File: config.mk
export PLATFORM = sky130hd
export DESIGN_NAME = sensor_report_on_change_policy
export DESIGN_NICKNAME = d
export VERILOG_FILES = /design/src/srp_pkg.sv /design/src/sensor_report_on_change_policy.sv /design/src/srp_core.sv /design/src/srp_obuf.sv
export VERILOG_INCLUDE_DIRS = /design/src /design/src/src
export SDC_FILE = /design/constraint.sdc
export NUM_CORES = 1
export LEC_CHECK = 0
export ABC_AREA = 1
export BUFFER_PORTS_ARGS = -buffer_cell sky130_fd_sc_hd__buf_2
export CAP_MARGIN = 20
export CORE_ASPECT_RATIO = 0.8
export CORE_MARGIN = 5
export CORE_UTILIZATION = 45
export DETAILED_ROUTE_END_ITERATION = 12
export GPL_TIMING_DRIVEN = 0
export SYNTH_ARGS = -nofsm -noshare
export SYNTH_HDL_FRONTEND = slang
export SYNTH_SLANG_ARGS = --single-unit
File: constraint.sdc
create_clock -name clk_i -period 16.7 [get_ports clk_i]
set_clock_uncertainty 0.15 [all_clocks]
set_input_delay 2.505 -clock clk_i [delete_from_list [all_inputs] [get_ports clk_i]]
set_output_delay 2.505 -clock clk_i [all_outputs]
set_load 0.03 [all_outputs]
File: src/assert_macros.svh
// ----------------------------------------------------------------------------
// Assertion macros
// Concurrent check macros shared by the RTL; they expect clk_i and rst_ni in
// the scope that uses them. They compile to nothing when SYNTH is defined.
// ----------------------------------------------------------------------------
`ifndef ASSERT_MACROS_SVH
`define ASSERT_MACROS_SVH

`ifndef SYNTH
`define SRP_ASSERT(name, prop) \
  name: assert property (@(posedge clk_i) disable iff (!rst_ni) (prop)) \
    else $error("srp check failed");
`define SRP_ASSERT_NEVER(name, cond) \
  name: assert property (@(posedge clk_i) disable iff (!rst_ni) !(cond)) \
    else $error("srp forbidden condition seen");
`else
`define SRP_ASSERT(name, prop)
`define SRP_ASSERT_NEVER(name, cond)
`endif

`endif

File: src/srp_pkg.sv
// ----------------------------------------------------------------------------
// srp_pkg
// Shared types, codes and widths of the sensor report-on-change policy.
// ----------------------------------------------------------------------------
package srp_pkg;

  localparam int unsigned TempW       = 16;
  localparam int unsigned PressW      = 17;
  localparam int unsigned HumW        = 17;
  localparam int unsigned HandleW     = 12;
  localparam int unsigned AdvHumW     = 14;
  localparam int unsigned CfgW        = 17;
  localparam int unsigned CfgIdxW     = 2;
  localparam int unsigned FuncW       = 3;
  localparam int unsigned KindW       = 2;
  localparam int unsigned ResCntW     = 2;

  // Humidity to 0.01 %RH: multiply by 100, drop 10 fraction bits.
  localparam int unsigned HumScaleNum   = 100;
  localparam int unsigned HumScaleShift = 10;
  localparam int unsigned HumProdW      = HumScaleShift + AdvHumW;

  localparam logic [TempW-1:0]  TempThrRst  = 16'd10;
  localparam logic [HumW-1:0]   HumThrRst   = 17'd1024;
  localparam logic [PressW-1:0] PressThrRst = 17'd50;

  typedef enum logic [FuncW-1:0] {
    FUNC_READING   = 3'd0,
    FUNC_LINK_UP   = 3'd1,
    FUNC_LINK_DOWN = 3'd2,
    FUNC_SUBSCRIBE = 3'd3,
    FUNC_ACTIVITY  = 3'd4,
    FUNC_PUBLISH   = 3'd5
  } func_e;

  typedef enum logic [KindW-1:0] {
    KIND_RUN_REQ = 2'd0,
    KIND_SPEED   = 2'd1,
    KIND_NOTIFY  = 2'd2,
    KIND_ADV     = 2'd3
  } kind_e;

  typedef enum logic [CfgIdxW-1:0] {
    CFG_TEMP_THR  = 2'd0,
    CFG_HUM_THR   = 2'd1,
    CFG_PRESS_THR = 2'd2
  } cfg_idx_e;

  typedef struct packed {
    logic [FuncW-1:0]        func;
    logic signed [TempW-1:0] temperature;
    logic [PressW-1:0]       pressure;
    logic [HumW-1:0]         humidity;
    logic [HandleW-1:0]      link_handle;
    logic                    subscribed;
    logic                    active_mode;
    logic                    notify_ok;
    logic                    adv_ok;
  } event_t;

  typedef struct packed {
    kind_e                   kind;
    logic                    last;
    logic [HandleW-1:0]      handle;
    logic                    use_fast;
    logic signed [TempW-1:0] temperature;
    logic [PressW-1:0]       pressure;
    logic [HumW-1:0]         humidity;
    logic signed [TempW-1:0] adv_temperature;
    logic [AdvHumW-1:0]      adv_humidity;
  } result_t;

  localparam result_t ResultZero = '0;

endpackage

File: src/sensor_report_on_change_policy.sv
// ----------------------------------------------------------------------------
// sensor_report_on_change_policy
// Report-by-exception publish policy: events in, publish requests, link
// speed requests, notifications and advertisement updates out.
// ----------------------------------------------------------------------------
// One event is taken per clock cycle while in_ready_o is high. It is decided
// in the same cycle from the stored state into a two-entry result register,
// so every result appears in the cycle after its event at the earliest.
// Results leave one transfer per cycle while out_ready_i is high; a publish
// with a speed request and a notification fills both entries, and events
// are taken while the buffer is empty or its single result is taken in that
// cycle. The user must write threshold registers via the cfg port only while
// no event is in flight; it is not enforced. No clearing pass after reset.
// ----------------------------------------------------------------------------

module sensor_report_on_change_policy (
  input  logic                                 clk_i,
  input  logic                                 rst_ni,
  input  logic                                 cfg_we_i,
  input  logic [srp_pkg::CfgIdxW-1:0]          cfg_addr_i,
  input  logic [srp_pkg::CfgW-1:0]             cfg_wdata_i,
  input  logic                                 in_valid_i,
  output logic                                 in_ready_o,
  input  logic [srp_pkg::FuncW-1:0]            func_i,
  input  logic signed [srp_pkg::TempW-1:0]     temperature_i,
  input  logic [srp_pkg::PressW-1:0]           pressure_i,
  input  logic [srp_pkg::HumW-1:0]             humidity_i,
  input  logic [srp_pkg::HandleW-1:0]          link_handle_i,
  input  logic                                 subscribed_i,
  input  logic                                 active_mode_i,
  input  logic                                 notify_ok_i,
  input  logic                                 adv_ok_i,
  output logic                                 out_valid_o,
  input  logic                                 out_ready_i,
  output logic [srp_pkg::KindW-1:0]            kind_o,
  output logic                                 last_o,
  output logic [srp_pkg::HandleW-1:0]          out_handle_o,
  output logic                                 use_fast_o,
  output logic signed [srp_pkg::TempW-1:0]     out_temperature_o,
  output logic [srp_pkg::PressW-1:0]           out_pressure_o,
  output logic [srp_pkg::HumW-1:0]             out_humidity_o,
  output logic signed [srp_pkg::TempW-1:0]     adv_temperature_o,
  output logic [srp_pkg::AdvHumW-1:0]          adv_humidity_o
);

  srp_pkg::event_t             ev;
  srp_pkg::result_t            res0;
  srp_pkg::result_t            res1;
  srp_pkg::result_t            head;
  logic [srp_pkg::ResCntW-1:0] res_cnt;
  logic                        accept;

  always_comb begin
    ev.func        = func_i;
    ev.temperature = temperature_i;
    ev.pressure    = pressure_i;
    ev.humidity    = humidity_i;
    ev.link_handle = link_handle_i;
    ev.subscribed  = subscribed_i;
    ev.active_mode = active_mode_i;
    ev.notify_ok   = notify_ok_i;
    ev.adv_ok      = adv_ok_i;
  end

  assign accept = in_valid_i && in_ready_o;

  srp_core u_core (
    .clk_i       (clk_i),
    .rst_ni      (rst_ni),
    .cfg_we_i    (cfg_we_i),
    .cfg_addr_i  (cfg_addr_i),
    .cfg_wdata_i (cfg_wdata_i),
    .accept_i    (accept),
    .ev_i        (ev),
    .res_cnt_o   (res_cnt),
    .res0_o      (res0),
    .res1_o      (res1)
  );

  srp_obuf u_obuf (
    .clk_i       (clk_i),
    .rst_ni      (rst_ni),
    .in_valid_i  (in_valid_i),
    .in_ready_o  (in_ready_o),
    .res_cnt_i   (res_cnt),
    .res0_i      (res0),
    .res1_i      (res1),
    .out_valid_o (out_valid_o),
    .out_ready_i (out_ready_i),
    .head_o      (head)
  );

  assign kind_o            = head.kind;
  assign last_o            = head.last;
  assign out_handle_o      = head.handle;
  assign use_fast_o        = head.use_fast;
  assign out_temperature_o = head.temperature;
  assign out_pressure_o    = head.pressure;
  assign out_humidity_o    = head.humidity;
  assign adv_temperature_o = head.adv_temperature;
  assign adv_humidity_o    = head.adv_humidity;

endmodule

File: src/srp_core.sv
// ----------------------------------------------------------------------------
// srp_core
// Policy state, threshold registers and per-event result decision.
// ----------------------------------------------------------------------------
`include "assert_macros.svh"

module srp_core (
  input  logic                                 clk_i,
  input  logic                                 rst_ni,
  input  logic                                 cfg_we_i,
  input  logic [srp_pkg::CfgIdxW-1:0]          cfg_addr_i,
  input  logic [srp_pkg::CfgW-1:0]             cfg_wdata_i,
  input  logic                                 accept_i,
  input  srp_pkg::event_t                      ev_i,
  output logic [srp_pkg::ResCntW-1:0]          res_cnt_o,
  output srp_pkg::result_t                     res0_o,
  output srp_pkg::result_t                     res1_o
);

  logic [srp_pkg::TempW-1:0]  temp_thr_q;
  logic [srp_pkg::HumW-1:0]   hum_thr_q;
  logic [srp_pkg::PressW-1:0] press_thr_q;

  logic signed [srp_pkg::TempW-1:0] latest_temp_q, latest_temp_d;
  logic [srp_pkg::PressW-1:0]       latest_press_q, latest_press_d;
  logic [srp_pkg::HumW-1:0]         latest_hum_q, latest_hum_d;
  logic signed [srp_pkg::TempW-1:0] told_temp_q, told_temp_d;
  logic [srp_pkg::PressW-1:0]       told_press_q, told_press_d;
  logic [srp_pkg::HumW-1:0]         told_hum_q, told_hum_d;
  logic [srp_pkg::HandleW-1:0]      saved_handle_q, saved_handle_d;

  logic have_latest_q, have_latest_d;
  logic have_told_q, have_told_d;
  logic link_up_q, link_up_d;
  logic notify_on_q, notify_on_d;
  logic adv_stale_q, adv_stale_d;
  logic speed_pending_q, speed_pending_d;
  logic fast_mode_q, fast_mode_d;

  logic signed [srp_pkg::TempW:0] temp_diff;
  logic [srp_pkg::TempW:0]        temp_abs;
  logic [srp_pkg::HumW-1:0]       hum_abs;
  logic [srp_pkg::PressW-1:0]     press_abs;
  logic                           worth;
  logic [srp_pkg::HumProdW-1:0]   hum_prod;

  logic speed_fire;
  logic speed_res;
  logic notify_res;
  logic adv_res;
  logic publish_acc;

  srp_pkg::result_t r_speed, r_notify, r_adv, r_req;

  // Configuration writes; unknown indexes are dropped.
  always_ff @(posedge clk_i or negedge rst_ni) begin
    if (!rst_ni) begin
      temp_thr_q  <= srp_pkg::TempThrRst;
      hum_thr_q   <= srp_pkg::HumThrRst;
      press_thr_q <= srp_pkg::PressThrRst;
    end else if (cfg_we_i) begin
      unique case (cfg_addr_i)
        srp_pkg::CFG_TEMP_THR:  temp_thr_q  <= cfg_wdata_i[srp_pkg::TempW-1:0];
        srp_pkg::CFG_HUM_THR:   hum_thr_q   <= cfg_wdata_i[srp_pkg::HumW-1:0];
        srp_pkg::CFG_PRESS_THR: press_thr_q <= cfg_wdata_i[srp_pkg::PressW-1:0];
        default: ;
      endcase
    end
  end

  // Change detection against the last reported reading.
  always_comb begin
    temp_diff = {latest_temp_q[srp_pkg::TempW-1], latest_temp_q}
              - {told_temp_q[srp_pkg::TempW-1], told_temp_q};
    temp_abs  = temp_diff[srp_pkg::TempW] ? 17'(-temp_diff) : 17'(temp_diff);
    hum_abs   = (latest_hum_q >= told_hum_q) ? (latest_hum_q - told_hum_q)
                                             : (told_hum_q - latest_hum_q);
    press_abs = (latest_press_q >= told_press_q) ? (latest_press_q - told_press_q)
                                                 : (told_press_q - latest_press_q);
    worth = !have_told_q
          || (temp_abs >= {1'b0, temp_thr_q})
          || (hum_abs >= hum_thr_q)
          || (press_abs >= press_thr_q);
    hum_prod = srp_pkg::HumProdW'(latest_hum_q) * srp_pkg::HumProdW'(srp_pkg::HumScaleNum);
  end

  assign speed_fire  = speed_pending_q && notify_on_q;
  assign speed_res   = speed_fire && link_up_q;
  assign notify_res  = have_latest_q && link_up_q && notify_on_q && worth;
  assign adv_res     = have_latest_q && !link_up_q && adv_stale_q;
  assign publish_acc = accept_i && (ev_i.func == srp_pkg::FUNC_PUBLISH);

  always_comb begin
    r_speed          = srp_pkg::ResultZero;
    r_speed.kind     = srp_pkg::KIND_SPEED;
    r_speed.handle   = saved_handle_q;
    r_speed.use_fast = fast_mode_q;

    r_notify             = srp_pkg::ResultZero;
    r_notify.kind        = srp_pkg::KIND_NOTIFY;
    r_notify.temperature = latest_temp_q;
    r_notify.pressure    = latest_press_q;
    r_notify.humidity    = latest_hum_q;

    r_adv                 = srp_pkg::ResultZero;
    r_adv.kind            = srp_pkg::KIND_ADV;
    r_adv.adv_temperature = latest_temp_q;
    r_adv.adv_humidity    = hum_prod[srp_pkg::HumProdW-1 -: srp_pkg::AdvHumW];

    r_req      = srp_pkg::ResultZero;
    r_req.kind = srp_pkg::KIND_RUN_REQ;
    r_req.last = 1'b1;
  end

  always_comb begin
    latest_temp_d   = latest_temp_q;
    latest_press_d  = latest_press_q;
    latest_hum_d    = latest_hum_q;
    told_temp_d     = told_temp_q;
    told_press_d    = told_press_q;
    told_hum_d      = told_hum_q;
    saved_handle_d  = saved_handle_q;
    have_latest_d   = have_latest_q;
    have_told_d     = have_told_q;
    link_up_d       = link_up_q;
    notify_on_d     = notify_on_q;
    adv_stale_d     = adv_stale_q;
    speed_pending_d = speed_pending_q;
    fast_mode_d     = fast_mode_q;
    res_cnt_o       = '0;
    res0_o          = srp_pkg::ResultZero;
    res1_o          = srp_pkg::ResultZero;

    case (ev_i.func)
      srp_pkg::FUNC_READING: begin
        latest_temp_d  = ev_i.temperature;
        latest_press_d = ev_i.pressure;
        latest_hum_d   = ev_i.humidity;
        have_latest_d  = 1'b1;
        adv_stale_d    = 1'b1;
        res_cnt_o      = 2'd1;
        res0_o         = r_req;
      end
      srp_pkg::FUNC_LINK_UP: begin
        saved_handle_d = ev_i.link_handle;
        link_up_d      = 1'b1;
        have_told_d    = 1'b0;
      end
      srp_pkg::FUNC_LINK_DOWN: begin
        link_up_d       = 1'b0;
        notify_on_d     = 1'b0;
        have_told_d     = 1'b0;
        fast_mode_d     = 1'b0;
        speed_pending_d = 1'b0;
        adv_stale_d     = 1'b1;
        res_cnt_o       = 2'd1;
        res0_o          = r_req;
      end
      srp_pkg::FUNC_SUBSCRIBE: begin
        notify_on_d = ev_i.subscribed;
        if (ev_i.subscribed) begin
          speed_pending_d = 1'b1;
          have_told_d     = 1'b0;
          res_cnt_o       = 2'd1;
          res0_o          = r_req;
        end
      end
      srp_pkg::FUNC_ACTIVITY: begin
        fast_mode_d = ev_i.active_mode;
        if (link_up_q && (ev_i.active_mode != fast_mode_q)) begin
          speed_pending_d = 1'b1;
          res_cnt_o       = 2'd1;
          res0_o          = r_req;
        end
      end
      srp_pkg::FUNC_PUBLISH: begin
        // A pending speed request is consumed even when the link is down.
        if (speed_fire) begin
          speed_pending_d = 1'b0;
        end
        if (notify_res && ev_i.notify_ok) begin
          told_temp_d  = latest_temp_q;
          told_press_d = latest_press_q;
          told_hum_d   = latest_hum_q;
          have_told_d  = 1'b1;
        end
        if (adv_res && ev_i.adv_ok) begin
          adv_stale_d = 1'b0;
        end
        res_cnt_o = {1'b0, speed_res} + {1'b0, notify_res} + {1'b0, adv_res};
        if (speed_res) begin
          res0_o = r_speed;
        end else if (notify_res) begin
          res0_o = r_notify;
        end else if (adv_res) begin
          res0_o = r_adv;
        end
        if (speed_res && notify_res) begin
          res1_o      = r_notify;
          res1_o.last = 1'b1;
        end else begin
          res0_o.last = 1'b1;
        end
      end
      default: ;
    endcase
  end

  // Readings and reported values are only read once their flag is set.
  always_ff @(posedge clk_i) begin
    if (accept_i) begin
      latest_temp_q  <= latest_temp_d;
      latest_press_q <= latest_press_d;
      latest_hum_q   <= latest_hum_d;
      told_temp_q    <= told_temp_d;
      told_press_q   <= told_press_d;
      told_hum_q     <= told_hum_d;
    end
  end

  always_ff @(posedge clk_i or negedge rst_ni) begin
    if (!rst_ni) begin
      saved_handle_q  <= '0;
      have_latest_q   <= 1'b0;
      have_told_q     <= 1'b0;
      link_up_q       <= 1'b0;
      notify_on_q     <= 1'b0;
      adv_stale_q     <= 1'b0;
      speed_pending_q <= 1'b0;
      fast_mode_q     <= 1'b0;
    end else if (accept_i) begin
      saved_handle_q  <= saved_handle_d;
      have_latest_q   <= have_latest_d;
      have_told_q     <= have_told_d;
      link_up_q       <= link_up_d;
      notify_on_q     <= notify_on_d;
      adv_stale_q     <= adv_stale_d;
      speed_pending_q <= speed_pending_d;
      fast_mode_q     <= fast_mode_d;
    end
  end

  `SRP_ASSERT_NEVER(a_notify_adv_excl, notify_res && adv_res)
  `SRP_ASSERT(a_told_taken, (publish_acc && notify_res && ev_i.notify_ok) |=> have_told_q)
  `SRP_ASSERT(a_speed_cleared, (publish_acc && speed_fire) |=> !speed_pending_q)

endmodule

File: src/srp_obuf.sv
// ----------------------------------------------------------------------------
// srp_obuf
// Two-entry result buffer; holds all results of one event and drains them
// one transfer per cycle while out_ready_i is high.
// ----------------------------------------------------------------------------
`include "assert_macros.svh"

module srp_obuf (
  input  logic                          clk_i,
  input  logic                          rst_ni,
  input  logic                          in_valid_i,
  output logic                          in_ready_o,
  input  logic [srp_pkg::ResCntW-1:0]   res_cnt_i,
  input  srp_pkg::result_t              res0_i,
  input  srp_pkg::result_t              res1_i,
  output logic                          out_valid_o,
  input  logic                          out_ready_i,
  output srp_pkg::result_t              head_o
);

  logic [srp_pkg::ResCntW-1:0] cnt_q;
  srp_pkg::result_t            slot_q [2];
  logic                        push;
  logic                        pop;

  assign out_valid_o = (cnt_q != '0);
  assign pop         = out_valid_o && out_ready_i;
  // Take an event when the buffer is empty or its only entry leaves now.
  assign in_ready_o  = (cnt_q == 2'd0) || ((cnt_q == 2'd1) && out_ready_i);
  assign push        = in_valid_i && in_ready_o;
  assign head_o      = slot_q[0];

  always_ff @(posedge clk_i or negedge rst_ni) begin
    if (!rst_ni) begin
      cnt_q <= '0;
    end else if (push) begin
      cnt_q <= res_cnt_i;
    end else if (pop) begin
      cnt_q <= cnt_q - 2'd1;
    end
  end

  always_ff @(posedge clk_i) begin
    if (push) begin
      slot_q[0] <= res0_i;
      slot_q[1] <= res1_i;
    end else if (pop) begin
      slot_q[0] <= slot_q[1];
    end
  end

  `SRP_ASSERT(a_push_when_empty, push |-> ((cnt_q == 2'd0) || ((cnt_q == 2'd1) && pop)))
  `SRP_ASSERT(a_pair_order, (cnt_q == 2'd2) |-> (!slot_q[0].last && slot_q[1].last))
  `SRP_ASSERT(a_single_last, (cnt_q == 2'd1) |-> slot_q[0].last)
  `SRP_ASSERT_NEVER(a_cnt_range, cnt_q == 2'd3)

endmodule
==> flow_summary.json <==
{
  "outcome": "finished clean",
  "min_path_type": "reg2reg",
  "slew-limit-headroom": 0.338,
  "synth_ff_type": "edfxtp_1",
  "dieArea_sq_um": 47400,
  "end_kind": "register",
  "fill_cells": 4071,
  "clk_latency_ns": 0.55,
  "grt_pass1_wl_microns": 81300,
  "worst_pin_slew_ns": 0.990,
  "synth_edf_count": 247,
  "maxCapViolCount": 0,
  "cp.arrival_ns": 6.09,
  "period_share": 0.360,
  "grt_pass1_vias": 15151,
  "cts_tree": "built",
  "dp_hpwl_microns": 40100,
  "synthesis.nets": 2452,
  "vias": 15083,
  "drtPass1Iterations": 6,
  "cts_htree_levels": 2,
  "fmax_ghz": 0.166,
  "ys_top_cells_by_area": "edfxtp_1 38%, ha_1 12%, nand2_1 8.6%",
  "setup_ws_ns": 10.69,
  "rows": 68,
  "critPathMaxFanout": 31,
  "syn_area_per_cell_sq_um": 9.01,
  "crit_path_top_delay_cell": "nor2_4",
  "gp_congestion": 0.913,
  "netlist.area_leader.share": 0.382,
  "ir_drop_mv": 0.0859,
  "synth_most_common_cell": "nand2_1",
  "antenna_found_initial": 0,
  "setup_tns_ns": 0,
  "synth_cells": 2153,
  "p_leak_uw": 0.0105,
  "die_y_microns": 196,
  "die_w_microns": 242,
  "power_density_nw_per_um2": 118,
  "yosys.area.top_type": "edfxtp_1",
  "cp-start-kind": "register",
  "seq_area_frac_synth": 0.474,
  "setup_viol": 0,
  "wirelength_microns": 51400,
  "postCtsHoldBufs": 0,
  "crit_type": "reg2reg",
  "cts.sinks": 318,
  "numCtsBuffers": 36,
  "cts_resized": 0,
  "cp_common_cell": "nand2_1",
  "core_area_sq_um": 42900,
  "routed_via_density": 5.07,
  "syn_area_sq_um": 19400,
  "numPortBuffers": 190,
  "postRouteAntennaNets": 0,
  "overflow": 0,
  "final-hold-violation-count": 0,
  "drive_above_1_share": 0.132,
  "layout.nets": 2686,
  "ys_types": 50,
  "slowest_delay_ns": 0.68,
  "initial_core_util": 0.453,
  "min_period_ns": 6.01,
  "grt_max_degree": 72,
  "slew_violations": 0,
  "path_clk_slew_ns": 0.06,
  "grt_usage": 0.214,
  "syn_to_final_growth_pct": 14.9,
  "clockBufferDepth": 3,
  "detail_route.wl_per_cell_microns": 17.3,
  "synth_common_cells": "446 x nand2_1, 395 x inv_1, 247 x edfxtp_1, 189 x ha_1, 178 x o21ai_0",
  "first_iter_violations": 871,
  "clockRootBuffer": "clkbuf_16",
  "ys_ff_latch": 318,
  "multi_input_area_sq_um": 8490,
  "regArea_sq_um": 9200,
  "synth_warnings": 0,
  "dpl_worst_slack_ns": 10.70,
  "crit_required_ns": 16.78,
  "boundaryPins": 191,
  "drc": 0,
  "async_reset_ff_frac": 0.223,
  "final_core_util": 0.520,
  "rsz0062_at_grt": "false",
  "cts_setup_buffers": 0
}
registers in the layout, summed over array words and instances, names as in the netlist:
name / cells
u_core.press_thr_q: 17
u_core.link_up_q: 1
u_core.latest_temp_q: 16
u_core.told_hum_q: 17
u_core.fast_mode_q: 1
u_core.told_press_q: 17
u_core.temp_thr_q: 16
u_core.latest_hum_q: 17
u_core.hum_thr_q: 17
u_core.told_temp_q: 16
u_core.have_told_q: 1
u_core.saved_handle_q: 12
u_obuf.cnt_q: 2
u_core.have_latest_q: 1
u_obuf.slot_q: 147
u_core.adv_stale_q: 1
u_core.notify_on_q: 1
u_core.speed_pending_q: 1
u_core.latest_press_q: 17
final cells by class:
type	count	area share
Timing Repair Buffer	196	0.0487
Clock buffer	50	0.0441
Tap cell	560	0.0314
Inverter	399	0.0674
Buffer	45	0.0103
Antenna cell	1	0.000112
Multi-Input combinational cell	1391	0.381
Sequential cell	318	0.413
Clock inverter	14	0.00488
routing by layer:
layer	vias up	global-route usage	wire (microns)
met5	-	0	0
met4	0	0.0598	1340
met3	70	0.0339	2660
met2	340	0.367	24500
met1	7152	0.286	23000
li1	7521	-	-
cell usage in the layout (no fill, tap or decap), types with 6 or more instances in the layout:
cell       count
nand2_1      446
inv_1        393
edfxtp_1     247
buf_2        198
ha_1         189
o21ai_0      178
nor2_1       165
a21oi_1      122
dfrtp_1       65
nand3_1       42
clkbuf_1      39
xor2_1        38
clkbuf_16     36
nor2_2        33
nor3_1        24
xnor2_1       23
nand4_1       21
fa_1          17
mux2i_1       13
o21bai_1       9
a21o_1         7
o2111ai_1      6
a211oi_1       6
buf_6          6
dfstp_2        6
critical path: cells and delay by family, from the launching register on:
kind / cells / cell delay (ns)
simple gates: 19 / 2.88
buf+inv: 5 / 1.04
fa+ha+maj: 2 / 0.56
flops: 1 / 0.43
mux: 1 / 0.37
compound gates: 1 / 0.20
cell families after synthesis:
family / after synthesis / share of synthesized area
buf+inv: 444 / 0.0890
mux: 15 / 0.00787
simple gates: 750 / 0.160
fa+ha+maj: 206 / 0.139
flops: 318 / 0.474
xor+xnor: 63 / 0.0292
compound gates: 357 / 0.100
worst paths after layout:
kind	cells past startpoint	to	startpoint	slack, ns
hold / removal	0	u_core.told_temp_q[0]	u_core.latest_temp_q[0]	0.33
setup / recovery	28	u_core.told_hum_q[13]	u_core.latest_press_q[12]	10.69
setup reg to reg	28	u_core.told_hum_q[13]	u_core.latest_press_q[12]	10.69
max in group asynchronous	2	u_core.press_thr_q[1]	rst_ni	14.25
min in group asynchronous	2	u_core.hum_thr_q[0]	rst_ni	1.78
hold reg to reg	0	u_core.told_temp_q[0]	u_core.latest_temp_q[0]	0.33
where the power goes:
group	leakage (uW)	switching, uW	internal [uW]
Clock	0.000532	328	416
Sequential	0.00323	57.4	1060
Combinational	0.00674	556	213
Total	0.0105	942	1690
metrics by stage:
step	area (sq um)	hold WS (ns)	total power, uW	cells
global route	22300	0.357	2780	2973
finish	22300	0.335	2640	2974
global placement	21100	0.306	1900	2903
detailed placement	21200	0.324	1910	2909
CTS	22300	0.332	2670	2973
floorplan	19400	0.284	1650	2153
(Power assumes the default switching activity.)
